## src/rtl/ppmsp_pkg.sv

```systemverilog
package ppmsp_pkg;

   // result kinds
   localparam logic [1:0] KIND_HEADER = 2'd0;
   localparam logic [1:0] KIND_PIXEL  = 2'd1;
   localparam logic [1:0] KIND_DONE   = 2'd2;
   localparam logic [1:0] KIND_ERROR  = 2'd3;

   // error codes
   localparam logic [3:0] ST_NONE        = 4'd0;
   localparam logic [3:0] ST_BAD_FIRST   = 4'd1;
   localparam logic [3:0] ST_BAD_TYPE    = 4'd2;
   localparam logic [3:0] ST_NO_SEP      = 4'd3;
   localparam logic [3:0] ST_PREMATURE   = 4'd4;
   localparam logic [3:0] ST_NO_NUMBER   = 4'd5;
   localparam logic [3:0] ST_BAD_DIM     = 4'd6;
   localparam logic [3:0] ST_BAD_MAXVAL  = 4'd7;
   localparam logic [3:0] ST_BAD_SAMPLE  = 4'd8;
   localparam logic [3:0] ST_NO_PIXELS   = 4'd9;
   localparam logic [3:0] ST_EXTRA_DATA  = 4'd10;
   localparam logic [3:0] ST_BAD_CHAR    = 4'd11;

   // characters
   localparam logic [7:0] CH_P       = 8'h50;
   localparam logic [7:0] CH_THREE   = 8'h33;
   localparam logic [7:0] CH_SIX     = 8'h36;
   localparam logic [7:0] CH_HASH    = 8'h23;
   localparam logic [7:0] CH_NEWLINE = 8'h0A;
   localparam logic [7:0] CH_ZERO    = 8'h30;
   localparam logic [7:0] CH_NINE    = 8'h39;
   localparam logic [7:0] CH_SPACE   = 8'h20;
   localparam logic [7:0] CH_TAB     = 8'h09;
   localparam logic [7:0] CH_CR      = 8'h0D;

   typedef enum logic [9:0] {
      PH_MAGIC    = 10'b00_0000_0001,
      PH_TYPE     = 10'b00_0000_0010,
      PH_SEP      = 10'b00_0000_0100,
      PH_SKIP     = 10'b00_0000_1000,
      PH_COMMENT  = 10'b00_0001_0000,
      PH_HNUM     = 10'b00_0010_0000,
      PH_TEXT     = 10'b00_0100_0000,
      PH_RAW      = 10'b00_1000_0000,
      PH_COMPLETE = 10'b01_0000_0000,
      PH_DISCARD  = 10'b10_0000_0000
   } phase_type;

   typedef struct packed {
      logic [1:0]  kind;
      logic [3:0]  status;
      logic        is_binary;
      logic [15:0] image_width;
      logic [15:0] image_height;
      logic [7:0]  max_value;
      logic [7:0]  red;
      logic [7:0]  green;
      logic [7:0]  blue;
      logic        final_result;
   } rsp_type;

endpackage

```

## src/rtl/ppmsp_rsp_queue.sv

```systemverilog
module ppmsp_rsp_queue
   import ppmsp_pkg::*;
(
   input  logic    clock,
   input  logic    reset,
   input  logic    push0,
   input  logic    push1,
   input  rsp_type entry0,
   input  rsp_type entry1,
   output logic    room,
   output logic    out_valid,
   input  logic    out_ready,
   output rsp_type out_entry
);

   rsp_type    mem [4];
   logic [1:0] rd_ptr_ff, rd_ptr_in;
   logic [1:0] wr_ptr_ff, wr_ptr_in;
   logic [2:0] count_ff, count_in;
   logic       pop;

   // room for the two results one item can cause
   assign room      = (count_ff <= 3'd2);
   assign out_valid = (count_ff != 3'd0);
   assign out_entry = mem[rd_ptr_ff];
   assign pop       = out_valid && out_ready;

   // advance pointers and count
   always_comb begin
      rd_ptr_in = rd_ptr_ff + 2'(pop);
      wr_ptr_in = wr_ptr_ff + 2'(push0) + 2'(push1);
      count_in  = count_ff + 3'(push0) + 3'(push1) - 3'(pop);
   end

   always_ff @(posedge clock) begin
      if (reset) begin
         rd_ptr_ff <= '0;
         wr_ptr_ff <= '0;
         count_ff  <= '0;
      end else begin
         rd_ptr_ff <= rd_ptr_in;
         wr_ptr_ff <= wr_ptr_in;
         count_ff  <= count_in;
      end
   end

   // store results
   always_ff @(posedge clock) begin
      if (push0) begin
         mem[wr_ptr_ff] <= entry0;
      end
      if (push1) begin
         mem[wr_ptr_ff + 2'd1] <= entry1;
      end
   end

   a_count_bound: assert property (@(posedge clock) disable iff (reset)
      count_ff <= 3'd4) else $error("queue count overflow");
   a_push_room: assert property (@(posedge clock) disable iff (reset)
      push0 |-> room) else $error("push without room");
   a_second_push: assert property (@(posedge clock) disable iff (reset)
      push1 |-> push0) else $error("second result without first");
   a_pop_count: assert property (@(posedge clock) disable iff (reset)
      pop |=> (count_ff == $past(count_ff) - 3'd1 + 3'($past(push0))
               + 3'($past(push1)))) else $error("count mismatch on pop");

endmodule

```

## src/rtl/ppm_stream_parser_top.sv

```systemverilog
// PPM stream parser: takes a P3 or P6 file one byte per accepted item and
// returns a header result, one result per pixel, and a complete result on the
// byte marked end_of_file, or an error result on the byte where the error is
// found. A byte is taken every cycle while the four-entry result queue has two
// free slots; a byte that causes two results fills two queue slots, so the
// sustained rate is one byte per cycle when the result side keeps up, limited
// by output drain otherwise. Results are registered in the queue before output.
module ppm_stream_parser_top
   import ppmsp_pkg::*;
#(
   parameter int DIM_BITS = 16
) (
   input  logic        clock,
   input  logic        reset,
   input  logic        req_valid,
   output logic        req_ready,
   input  logic [7:0]  req_data_byte,
   input  logic        req_end_of_file,
   output logic        rsp_valid,
   input  logic        rsp_ready,
   output logic [1:0]  rsp_kind,
   output logic [3:0]  rsp_status,
   output logic        rsp_is_binary,
   output logic [15:0] rsp_image_width,
   output logic [15:0] rsp_image_height,
   output logic [7:0]  rsp_max_value,
   output logic [7:0]  rsp_red,
   output logic [7:0]  rsp_green,
   output logic [7:0]  rsp_blue,
   output logic        rsp_final_result
);

   localparam int AccW  = (DIM_BITS + 1 > 10) ? DIM_BITS + 1 : 10;
   localparam logic [AccW-1:0] AccSat = AccW'(1) << DIM_BITS;

   phase_type           phase_ff, phase_in;
   logic                binary_ff, binary_in;
   logic [DIM_BITS-1:0] width_ff, width_in;
   logic [DIM_BITS-1:0] height_ff, height_in;
   logic [7:0]          maxval_ff, maxval_in;
   logic [AccW-1:0]     acc_ff, acc_in;
   logic [2:0]          digits_ff, digits_in;
   logic [DIM_BITS-1:0] col_ff, col_in;
   logic [DIM_BITS-1:0] row_ff, row_in;
   logic [1:0]          sidx_ff, sidx_in;
   logic [7:0]          red_ff, red_in;
   logic [7:0]          green_ff, green_in;

   logic       accept, room;
   logic       is_sp, is_dg;
   logic [7:0] dval;
   logic       tok_main, tok_end, samp;
   logic [AccW-1:0] tok_v, field_v;
   logic [AccW+3:0] acc_wide;
   logic [7:0] samp_v;
   logic [DIM_BITS:0] col_next, row_next;
   logic [31:0] wd32, ht32;
   logic       p0, p1;
   rsp_type    e0, e1, out_e;

   assign accept    = req_valid && req_ready;
   assign req_ready = room;

   assign is_sp = (req_data_byte == CH_SPACE) ||
                  ((req_data_byte >= CH_TAB) && (req_data_byte <= CH_CR));
   assign is_dg = (req_data_byte >= CH_ZERO) && (req_data_byte <= CH_NINE);
   assign dval  = req_data_byte - CH_ZERO;

   // next state and results for one byte
   always_comb begin
      phase_in  = phase_ff;
      binary_in = binary_ff;
      width_in  = width_ff;
      height_in = height_ff;
      maxval_in = maxval_ff;
      acc_in    = acc_ff;
      digits_in = digits_ff;
      col_in    = col_ff;
      row_in    = row_ff;
      sidx_in   = sidx_ff;
      red_in    = red_ff;
      green_in  = green_ff;
      p0 = 1'b0;
      p1 = 1'b0;
      e0 = '0;
      e1 = '0;
      tok_main = 1'b0;
      tok_end  = 1'b0;
      samp     = 1'b0;
      samp_v   = '0;
      tok_v    = '0;
      field_v  = '0;
      acc_wide = '0;
      col_next = '0;
      row_next = '0;
      wd32 = '0;
      ht32 = '0;

      unique case (phase_ff)
         PH_MAGIC: begin
            if (req_data_byte == CH_P) begin
               phase_in = PH_TYPE;
            end else begin
               phase_in = PH_DISCARD; p0 = 1'b1;
               e0.kind = KIND_ERROR; e0.status = ST_BAD_FIRST;
            end
         end
         PH_TYPE: begin
            if (req_data_byte == CH_THREE) begin
               binary_in = 1'b0; phase_in = PH_SEP;
            end else if (req_data_byte == CH_SIX) begin
               binary_in = 1'b1; phase_in = PH_SEP;
            end else begin
               phase_in = PH_DISCARD; p0 = 1'b1;
               e0.kind = KIND_ERROR; e0.status = ST_BAD_TYPE;
            end
         end
         PH_SEP: begin
            if (is_sp) begin
               sidx_in = 2'd0; phase_in = PH_SKIP;
            end else begin
               phase_in = PH_DISCARD; p0 = 1'b1;
               e0.kind = KIND_ERROR; e0.status = ST_NO_SEP;
            end
         end
         PH_SKIP: begin
            if (is_sp) begin
               phase_in = PH_SKIP;
            end else if (req_data_byte == CH_HASH) begin
               phase_in = PH_COMMENT;
            end else if (is_dg) begin
               acc_in = AccW'(dval[3:0]);
               if (sidx_ff != 2'd3) begin
                  phase_in = PH_HNUM;
               end else begin
                  sidx_in = 2'd0; digits_in = 3'd1; phase_in = PH_TEXT;
               end
            end else begin
               phase_in = PH_DISCARD; p0 = 1'b1; e0.kind = KIND_ERROR;
               e0.status = (sidx_ff != 2'd3) ? ST_NO_NUMBER : ST_BAD_CHAR;
            end
         end
         PH_COMMENT: begin
            if (req_data_byte == CH_NEWLINE) begin
               phase_in = PH_SKIP;
            end
         end
         PH_HNUM: begin
            if (is_dg) begin
               acc_wide = ({4'd0, acc_ff} << 3) + ({4'd0, acc_ff} << 1)
                        + (AccW+4)'(dval[3:0]);
               acc_in = (acc_wide > (AccW+4)'(AccSat)) ? AccSat
                                                         : acc_wide[AccW-1:0];
            end else if (is_sp) begin
               // close a header field
               field_v = acc_ff;
               acc_in  = '0;
               case (sidx_ff)
                  2'd0: begin
                     if (field_v == '0 || field_v == AccSat) begin
                        phase_in = PH_DISCARD; p0 = 1'b1;
                        e0.kind = KIND_ERROR; e0.status = ST_BAD_DIM;
                     end else begin
                        width_in = field_v[DIM_BITS-1:0];
                        sidx_in = 2'd1; phase_in = PH_SKIP;
                     end
                  end
                  2'd1: begin
                     if (field_v == AccSat) begin
                        phase_in = PH_DISCARD; p0 = 1'b1;
                        e0.kind = KIND_ERROR; e0.status = ST_BAD_DIM;
                     end else begin
                        height_in = field_v[DIM_BITS-1:0];
                        sidx_in = 2'd2; phase_in = PH_SKIP;
                     end
                  end
                  2'd2: begin
                     if (field_v > AccW'(255)) begin
                        phase_in = PH_DISCARD; p0 = 1'b1;
                        e0.kind = KIND_ERROR; e0.status = ST_BAD_MAXVAL;
                     end else begin
                        maxval_in = field_v[7:0];
                        p0 = 1'b1; e0.kind = KIND_HEADER;
                        if (height_ff == '0) begin
                           sidx_in = 2'd0; phase_in = PH_COMPLETE;
                        end else if (binary_ff) begin
                           sidx_in = 2'd0; phase_in = PH_RAW;
                        end else begin
                           sidx_in = 2'd3; phase_in = PH_SKIP;
                        end
                     end
                  end
                  default: begin
                     phase_in = PH_DISCARD; p0 = 1'b1;
                     e0.kind = KIND_ERROR; e0.status = ST_NO_NUMBER;
                  end
               endcase
            end else begin
               phase_in = PH_DISCARD; p0 = 1'b1;
               e0.kind = KIND_ERROR; e0.status = ST_NO_SEP;
            end
         end
         PH_TEXT: begin
            if (is_dg) begin
               if (digits_ff >= 3'd3) begin
                  phase_in = PH_DISCARD; p0 = 1'b1;
                  e0.kind = KIND_ERROR; e0.status = ST_BAD_SAMPLE;
               end else begin
                  acc_in = (acc_ff << 3) + (acc_ff << 1) + AccW'(dval[3:0]);
                  digits_in = digits_ff + 3'd1;
               end
            end else if (is_sp) begin
               tok_main = (digits_ff != 3'd0);
            end else begin
               phase_in = PH_DISCARD; p0 = 1'b1;
               e0.kind = KIND_ERROR; e0.status = ST_BAD_CHAR;
            end
         end
         PH_RAW: begin
            if (req_data_byte > maxval_ff) begin
               phase_in = PH_DISCARD; p0 = 1'b1;
               e0.kind = KIND_ERROR; e0.status = ST_BAD_SAMPLE;
            end else begin
               samp = 1'b1; samp_v = req_data_byte;
            end
         end
         PH_COMPLETE: begin
            if (binary_ff || !is_sp) begin
               phase_in = PH_DISCARD; p0 = 1'b1;
               e0.kind = KIND_ERROR; e0.status = ST_EXTRA_DATA;
            end
         end
         PH_DISCARD: begin
            phase_in = PH_DISCARD;
         end
         default: begin
            phase_in = PH_DISCARD;
         end
      endcase

      // end a text token, by whitespace or by end of file
      tok_end = tok_main || (req_end_of_file && phase_in == PH_TEXT &&
                             digits_in != 3'd0);
      if (tok_end) begin
         tok_v = acc_in;
         acc_in = '0;
         digits_in = 3'd0;
         if (tok_v > AccW'(maxval_in)) begin
            phase_in = PH_DISCARD;
            if (!p0) begin
               p0 = 1'b1; e0.kind = KIND_ERROR; e0.status = ST_BAD_SAMPLE;
            end else begin
               p1 = 1'b1; e1.kind = KIND_ERROR; e1.status = ST_BAD_SAMPLE;
            end
         end else begin
            samp = 1'b1; samp_v = tok_v[7:0];
         end
      end

      // collect samples into pixels
      if (samp) begin
         if (sidx_in == 2'd0) begin
            red_in = samp_v; sidx_in = 2'd1;
         end else if (sidx_in == 2'd1) begin
            green_in = samp_v; sidx_in = 2'd2;
         end else begin
            if (!p0) begin
               p0 = 1'b1; e0.kind = KIND_PIXEL;
               e0.red = red_in; e0.green = green_in; e0.blue = samp_v;
            end else begin
               p1 = 1'b1; e1.kind = KIND_PIXEL;
               e1.red = red_in; e1.green = green_in; e1.blue = samp_v;
            end
            sidx_in = 2'd0;
            col_next = {1'b0, col_in} + 1'b1;
            if (col_next >= {1'b0, width_in}) begin
               col_in = '0;
               row_next = {1'b0, row_in} + 1'b1;
               row_in = row_next[DIM_BITS-1:0];
               if (row_next >= {1'b0, height_in}) begin
                  phase_in = PH_COMPLETE;
               end
            end else begin
               col_in = col_next[DIM_BITS-1:0];
            end
         end
      end

      // report at end of file
      if (req_end_of_file) begin
         if (phase_in == PH_COMPLETE) begin
            if (!p0) begin
               p0 = 1'b1; e0.kind = KIND_DONE;
            end else begin
               p1 = 1'b1; e1.kind = KIND_DONE;
            end
         end else if (phase_in == PH_TEXT || phase_in == PH_RAW ||
                      (phase_in == PH_SKIP && sidx_in == 2'd3)) begin
            if (!p0) begin
               p0 = 1'b1; e0.kind = KIND_ERROR; e0.status = ST_NO_PIXELS;
            end else begin
               p1 = 1'b1; e1.kind = KIND_ERROR; e1.status = ST_NO_PIXELS;
            end
         end else if (phase_in != PH_DISCARD) begin
            if (!p0) begin
               p0 = 1'b1; e0.kind = KIND_ERROR; e0.status = ST_PREMATURE;
            end else begin
               p1 = 1'b1; e1.kind = KIND_ERROR; e1.status = ST_PREMATURE;
            end
         end
      end

      // header fields as held after this byte
      wd32 = 32'(width_in);
      ht32 = 32'(height_in);
      e0.is_binary = binary_in;  e1.is_binary = binary_in;
      e0.image_width = wd32[15:0];  e1.image_width = wd32[15:0];
      e0.image_height = ht32[15:0]; e1.image_height = ht32[15:0];
      e0.max_value = maxval_in;  e1.max_value = maxval_in;
      e0.final_result = p0 && !p1;
      e1.final_result = p1;

      // restart for the next file
      if (req_end_of_file) begin
         phase_in  = PH_MAGIC;
         binary_in = 1'b0;
         width_in  = '0;
         height_in = '0;
         maxval_in = '0;
         acc_in    = '0;
         digits_in = '0;
         col_in    = '0;
         row_in    = '0;
         sidx_in   = '0;
         red_in    = '0;
         green_in  = '0;
      end
   end

   always_ff @(posedge clock) begin
      if (reset) begin
         phase_ff  <= PH_MAGIC;
         binary_ff <= 1'b0;
         width_ff  <= '0;
         height_ff <= '0;
         maxval_ff <= '0;
         acc_ff    <= '0;
         digits_ff <= '0;
         col_ff    <= '0;
         row_ff    <= '0;
         sidx_ff   <= '0;
         red_ff    <= '0;
         green_ff  <= '0;
      end else if (accept) begin
         phase_ff  <= phase_in;
         binary_ff <= binary_in;
         width_ff  <= width_in;
         height_ff <= height_in;
         maxval_ff <= maxval_in;
         acc_ff    <= acc_in;
         digits_ff <= digits_in;
         col_ff    <= col_in;
         row_ff    <= row_in;
         sidx_ff   <= sidx_in;
         red_ff    <= red_in;
         green_ff  <= green_in;
      end
   end

   ppmsp_rsp_queue u_queue (
      .clock     (clock),
      .reset     (reset),
      .push0     (accept && p0),
      .push1     (accept && p1),
      .entry0    (e0),
      .entry1    (e1),
      .room      (room),
      .out_valid (rsp_valid),
      .out_ready (rsp_ready),
      .out_entry (out_e)
   );

   assign rsp_kind         = out_e.kind;
   assign rsp_status       = out_e.status;
   assign rsp_is_binary    = out_e.is_binary;
   assign rsp_image_width  = out_e.image_width;
   assign rsp_image_height = out_e.image_height;
   assign rsp_max_value    = out_e.max_value;
   assign rsp_red          = out_e.red;
   assign rsp_green        = out_e.green;
   assign rsp_blue         = out_e.blue;
   assign rsp_final_result = out_e.final_result;

endmodule
```

## config.mk

```make
export PLATFORM = sky130hd
export DESIGN_NAME = ppm_stream_parser_top
export DESIGN_NICKNAME = d
export VERILOG_FILES = /design/src/rtl/ppmsp_pkg.sv /design/src/rtl/ppmsp_rsp_queue.sv /design/src/rtl/ppm_stream_parser_top.sv
export SDC_FILE = /design/constraint.sdc
export NUM_CORES = 1
export LEC_CHECK = 0
export CAP_MARGIN = 20
export CORE_MARGIN = 2
export CORE_UTILIZATION = 45
export DETAILED_ROUTE_END_ITERATION = 8
export DONT_BUFFER_PORTS = 1
export GPL_TIMING_DRIVEN = 0
export PLACE_DENSITY = 0.7
export SLEW_MARGIN = 20
export SYNTH_ARGS = -nofsm -noshare
export SYNTH_HDL_FRONTEND = slang
export SYNTH_SLANG_ARGS = --single-unit
```

## constraint.sdc

```tcl
create_clock -name clock -period 10.3 [get_ports clock]
set_clock_uncertainty 0.15 [all_clocks]
set_input_delay 0.515 -clock clock [delete_from_list [all_inputs] [get_ports clock]]
set_output_delay 0.515 -clock clock [all_outputs]
set_load 0.1 [all_outputs]
```

==> flow_metrics.env <==
export IMPL_synthesis_nets=2183
export IMPL_wirelength_um=65100
export IMPL_slew_headroom=0.290
export IMPL_pre_cts_ws_ns=1.65
export IMPL_root_buffer="clkbuf_16"
export IMPL_grt_pass1_vias=16458
export IMPL_synth_avg_cell_area_um2=10.6
export IMPL_fin_nets=2233
export IMPL_die_x_um=226
export IMPL_insertion_delay_ns=0.57
export IMPL_vias_per_cell=6.12
export IMPL_synth_area_leaders="edfxtp_1, dfxtp_1, nor2_1"
export IMPL_rsz0062_at_grt="false"
export IMPL_synth_most_common_cell="nor2_1"
export IMPL_synth_edff_count=284
export IMPL_overflow=0
export IMPL_clkSlewWorstSetupHoldPaths_ns=0.06
export IMPL_cts_resized=0
export IMPL_crit_top_cell="ha_1"
export IMPL_fin_crit_sh=0.857
export IMPL_status="completed"
export IMPL_hold_buffers=0
export IMPL_crit_family="compound AO/OA/AOI/OAI gates"
export IMPL_yosysWarnings=0
export IMPL_antenna_found_initial=1
export IMPL_detail_route_antenna_nets=0
export IMPL_hold_path_class="input port to flip-flop"
export IMPL_place_hpwl_um=47800
export IMPL_instances_no_fill=2784
export IMPL_postCtsSetupBuffers=0
export IMPL_synth_common_cells="nor2_1, edfxtp_1, nand2_1"
export IMPL_synth_cell_types=99
export IMPL_cp_start_kind="flip-flop"
export IMPL_tightest_slew_ns=1.06
export IMPL_gp_congestion=0.945
export IMPL_hold_viol_final=0
export IMPL_intPower_mw=3.11
export IMPL_track_usage=0.254
export IMPL_pin_count=87
export IMPL_finalPower_mw=5.50
export IMPL_final_area_um2=24400
export IMPL_tns_ns=0
export IMPL_utilization=0.501
export IMPL_drv_cap=0
export IMPL_syn_area_um2=22100
export IMPL_clock_sinks=416
export IMPL_drt_initial_drc_count=1751
export IMPL_vias=17029
export IMPL_htree_num_levels=2
export IMPL_fill_cells=4311
export IMPL_path_class="flip-flop to flip-flop"
export IMPL_max_stage_delay_ns=0.75
export IMPL_std_cell_rows=81
export IMPL_cts_buffers=42
export IMPL_reg2regPathDepth=33
export IMPL_crit_path_max_fanout=10
export IMPL_clockBufferDepth=3
export IMPL_yosysSeqAreaShare=0.506
export IMPL_crit_arrival_ns=9.08
export IMPL_cp_end_kind="flip-flop"
export IMPL_switching_share=0.434
export IMPL_whs_ns=0.0897
export IMPL_max_freq_ghz=0.113
export IMPL_vdd_drop_max_mv=0.114
export IMPL_drive_gt1_frac=0.106
export IMPL_wl_per_cell_um=23.4
export IMPL_p_leak_nw=8.35
export IMPL_cp_required_ns=10.55
export IMPL_drcViolationCount=0
export IMPL_p_per_area_nw_per_um2=226
export IMPL_design_core_area_um2=48600
export IMPL_pwr_share_clk=0.272
export IMPL_p_comb_frac=0.373
export IMPL_area_growth_synth_to_final_pct=10.3
export IMPL_firstDrtPassIters=5
export IMPL_synth_top_area_share=0.386
export IMPL_worstPathBufferInverterCount=4
export IMPL_period_needed_ns=8.83
export IMPL_synth_top_cell_by_area="edfxtp_1"
export IMPL_r2r_end="u_queue.count_ff[1]$_SDFF_PP0_"
export IMPL_grt_max_degree=48
export IMPL_setup_violations=0
export IMPL_critPathSlowestCell="dfxtp_1"
export IMPL_dp_cells=2705
export IMPL_tritoncts="done"
export IMPL_min_to="row_ff[12]$_SDFFE_PP0P_"
export IMPL_numPortBuffers=0
export IMPL_p_seq_frac=0.355
export IMPL_postLayoutSetupSlackWorst_ns=1.47
export IMPL_ys_flop_type="edfxtp_1"
export IMPL_r2r_start="acc_ff[8]$_SDFFE_PP0P_"
export IMPL_die_area_um2=50900
export IMPL_grt_pass1_wl_um=98400
export IMPL_place_area_um2=23000
export IMPL_power_switching_mw=2.39
export IMPL_die_y_um=226
export IMPL_min_from="reset"
export IMPL_yosys_register_bits=416
export IMPL_drv_slew=0
export IMPL_start_util=0.454
export IMPL_syn_inst=2077
export IMPL_holdPathStages=3
export IMPL_ys_async_sr_fraction=0
export IMPL_reg2reg_slack_ns=1.47
==> worst reg2reg max path: cells and delay by family, from the launching register on <==
family | cells | cell delay [ns]
buffers and inverters | 4 | 0.72
and+or+nand+nor | 9 | 1.81
adders and majority gates | 6 | 2.19
AOI/OAI and AO/OA | 14 | 3.05
DFF | 1 | 0.75
==> power groups by stage <==
stage / Combinational (mW) / Sequential, mW / Clock (mW)
final: 2.05 / 1.95 / 1.50
after global routing: 2.10 / 1.96 / 1.57
after CTS: 2.05 / 1.95 / 1.50
after detailed placement: 2.05 / 1.99 / 0
after global placement: 2.01 / 1.99 / 0
after floorplan: 1.75 / 1.98 / 0
==> how the worst max path moves through the flow <==
| stage | cells after the start | startpoint | end | slack [ns] |
|---|---|---|---|---|
| 6_report | 33 | acc_ff[8]$_SDFFE_PP0P_ | u_queue.count_ff[1]$_SDFF_PP0_ | 1.47 |
| 5_1_grt | 34 | acc_ff[8]$_SDFFE_PP0P_ | u_queue.count_ff[1]$_SDFF_PP0_ | 0.92 |
| 4_1_cts | 35 | acc_ff[2]$_SDFFE_PP0P_ | u_queue.count_ff[1]$_SDFF_PP0_ | 1.59 |
| 3_5_place_dp | 35 | acc_ff[2]$_SDFFE_PP0P_ | u_queue.count_ff[1]$_SDFF_PP0_ | 1.65 |
| 3_3_place_gp | 29 | acc_ff[2]$_SDFFE_PP0P_ | u_queue.mem[3][30]$_DFFE_PP_ | 0.21 |
| 2_1_floorplan | 31 | req_data_byte[3] | u_queue.mem[2][0]$_DFFE_PP_ | 2.57 |
==> placed cells by master, fill, tap and decap left out, types with 12 or more instances in the layout <==
cell type  instances
a21oi_1          116
a22oi_1           37
and2_1            16
and3_1            28
buf_1             20
buf_2             37
clkbuf_1          68
clkbuf_16         43
dfxtp_1          132
edfxtp_1         284
ha_1              88
inv_1             39
mux2i_1           39
mux4_2            72
nand2_1          138
nand2b_1          19
nand3_1           45
nand4_1           24
nor2_1           447
nor2b_1           18
nor3_1            28
nor4_1            14
o211ai_1          17
o21a_1            19
o21ai_0           75
o22ai_1           12
xnor2_1           21
xor2_1            23
==> flip-flops by register name (all words and copies together) (netlist names), 8 cells and up <==
name	count
height_ff	16
width_ff	16
phase_ff	10
row_ff	16
red_ff	8
maxval_ff	8
acc_ff	17
col_ff	16
u_queue.mem	288
green_ff	8
==> area by class of cell <==
class / count / area (um2) / area share
diodes: 1 / 2.50 / 0.000103
plain buffers: 119 / 527 / 0.0216
clock buffers: 61 / 1180 / 0.0486
clock inverters: 17 / 159 / 0.00652
inverters: 43 / 171 / 0.00704
multi-input cells: 1499 / 10200 / 0.420
flip-flops and latches: 416 / 11200 / 0.459
well taps: 622 / 778 / 0.0319
repair buffers: 6 / 141 / 0.00580
==> routing by layer <==
layer | vias up | part of all wire | track usage
met4 | 2 | 0.031 | 0.0861
met5 | - | 0.00020 | 0
li1 | 7789 | - | -
met2 | 696 | 0.48 | 0.418
met1 | 8422 | 0.41 | 0.338
met3 | 120 | 0.082 | 0.0492
==> logic make-up after synthesis <==
kind of cell	after synthesis	synth area share
and+or+nand+nor	847	0.177
xor gates and xnor gates	44	0.0175
adders and majority gates	93	0.0544
muxes	112	0.0916
AOI/OAI and AO/OA	403	0.123
DFF	416	0.506
buffers and inverters	162	0.0311
Note: power is estimated with default switching activity, not from simulation.
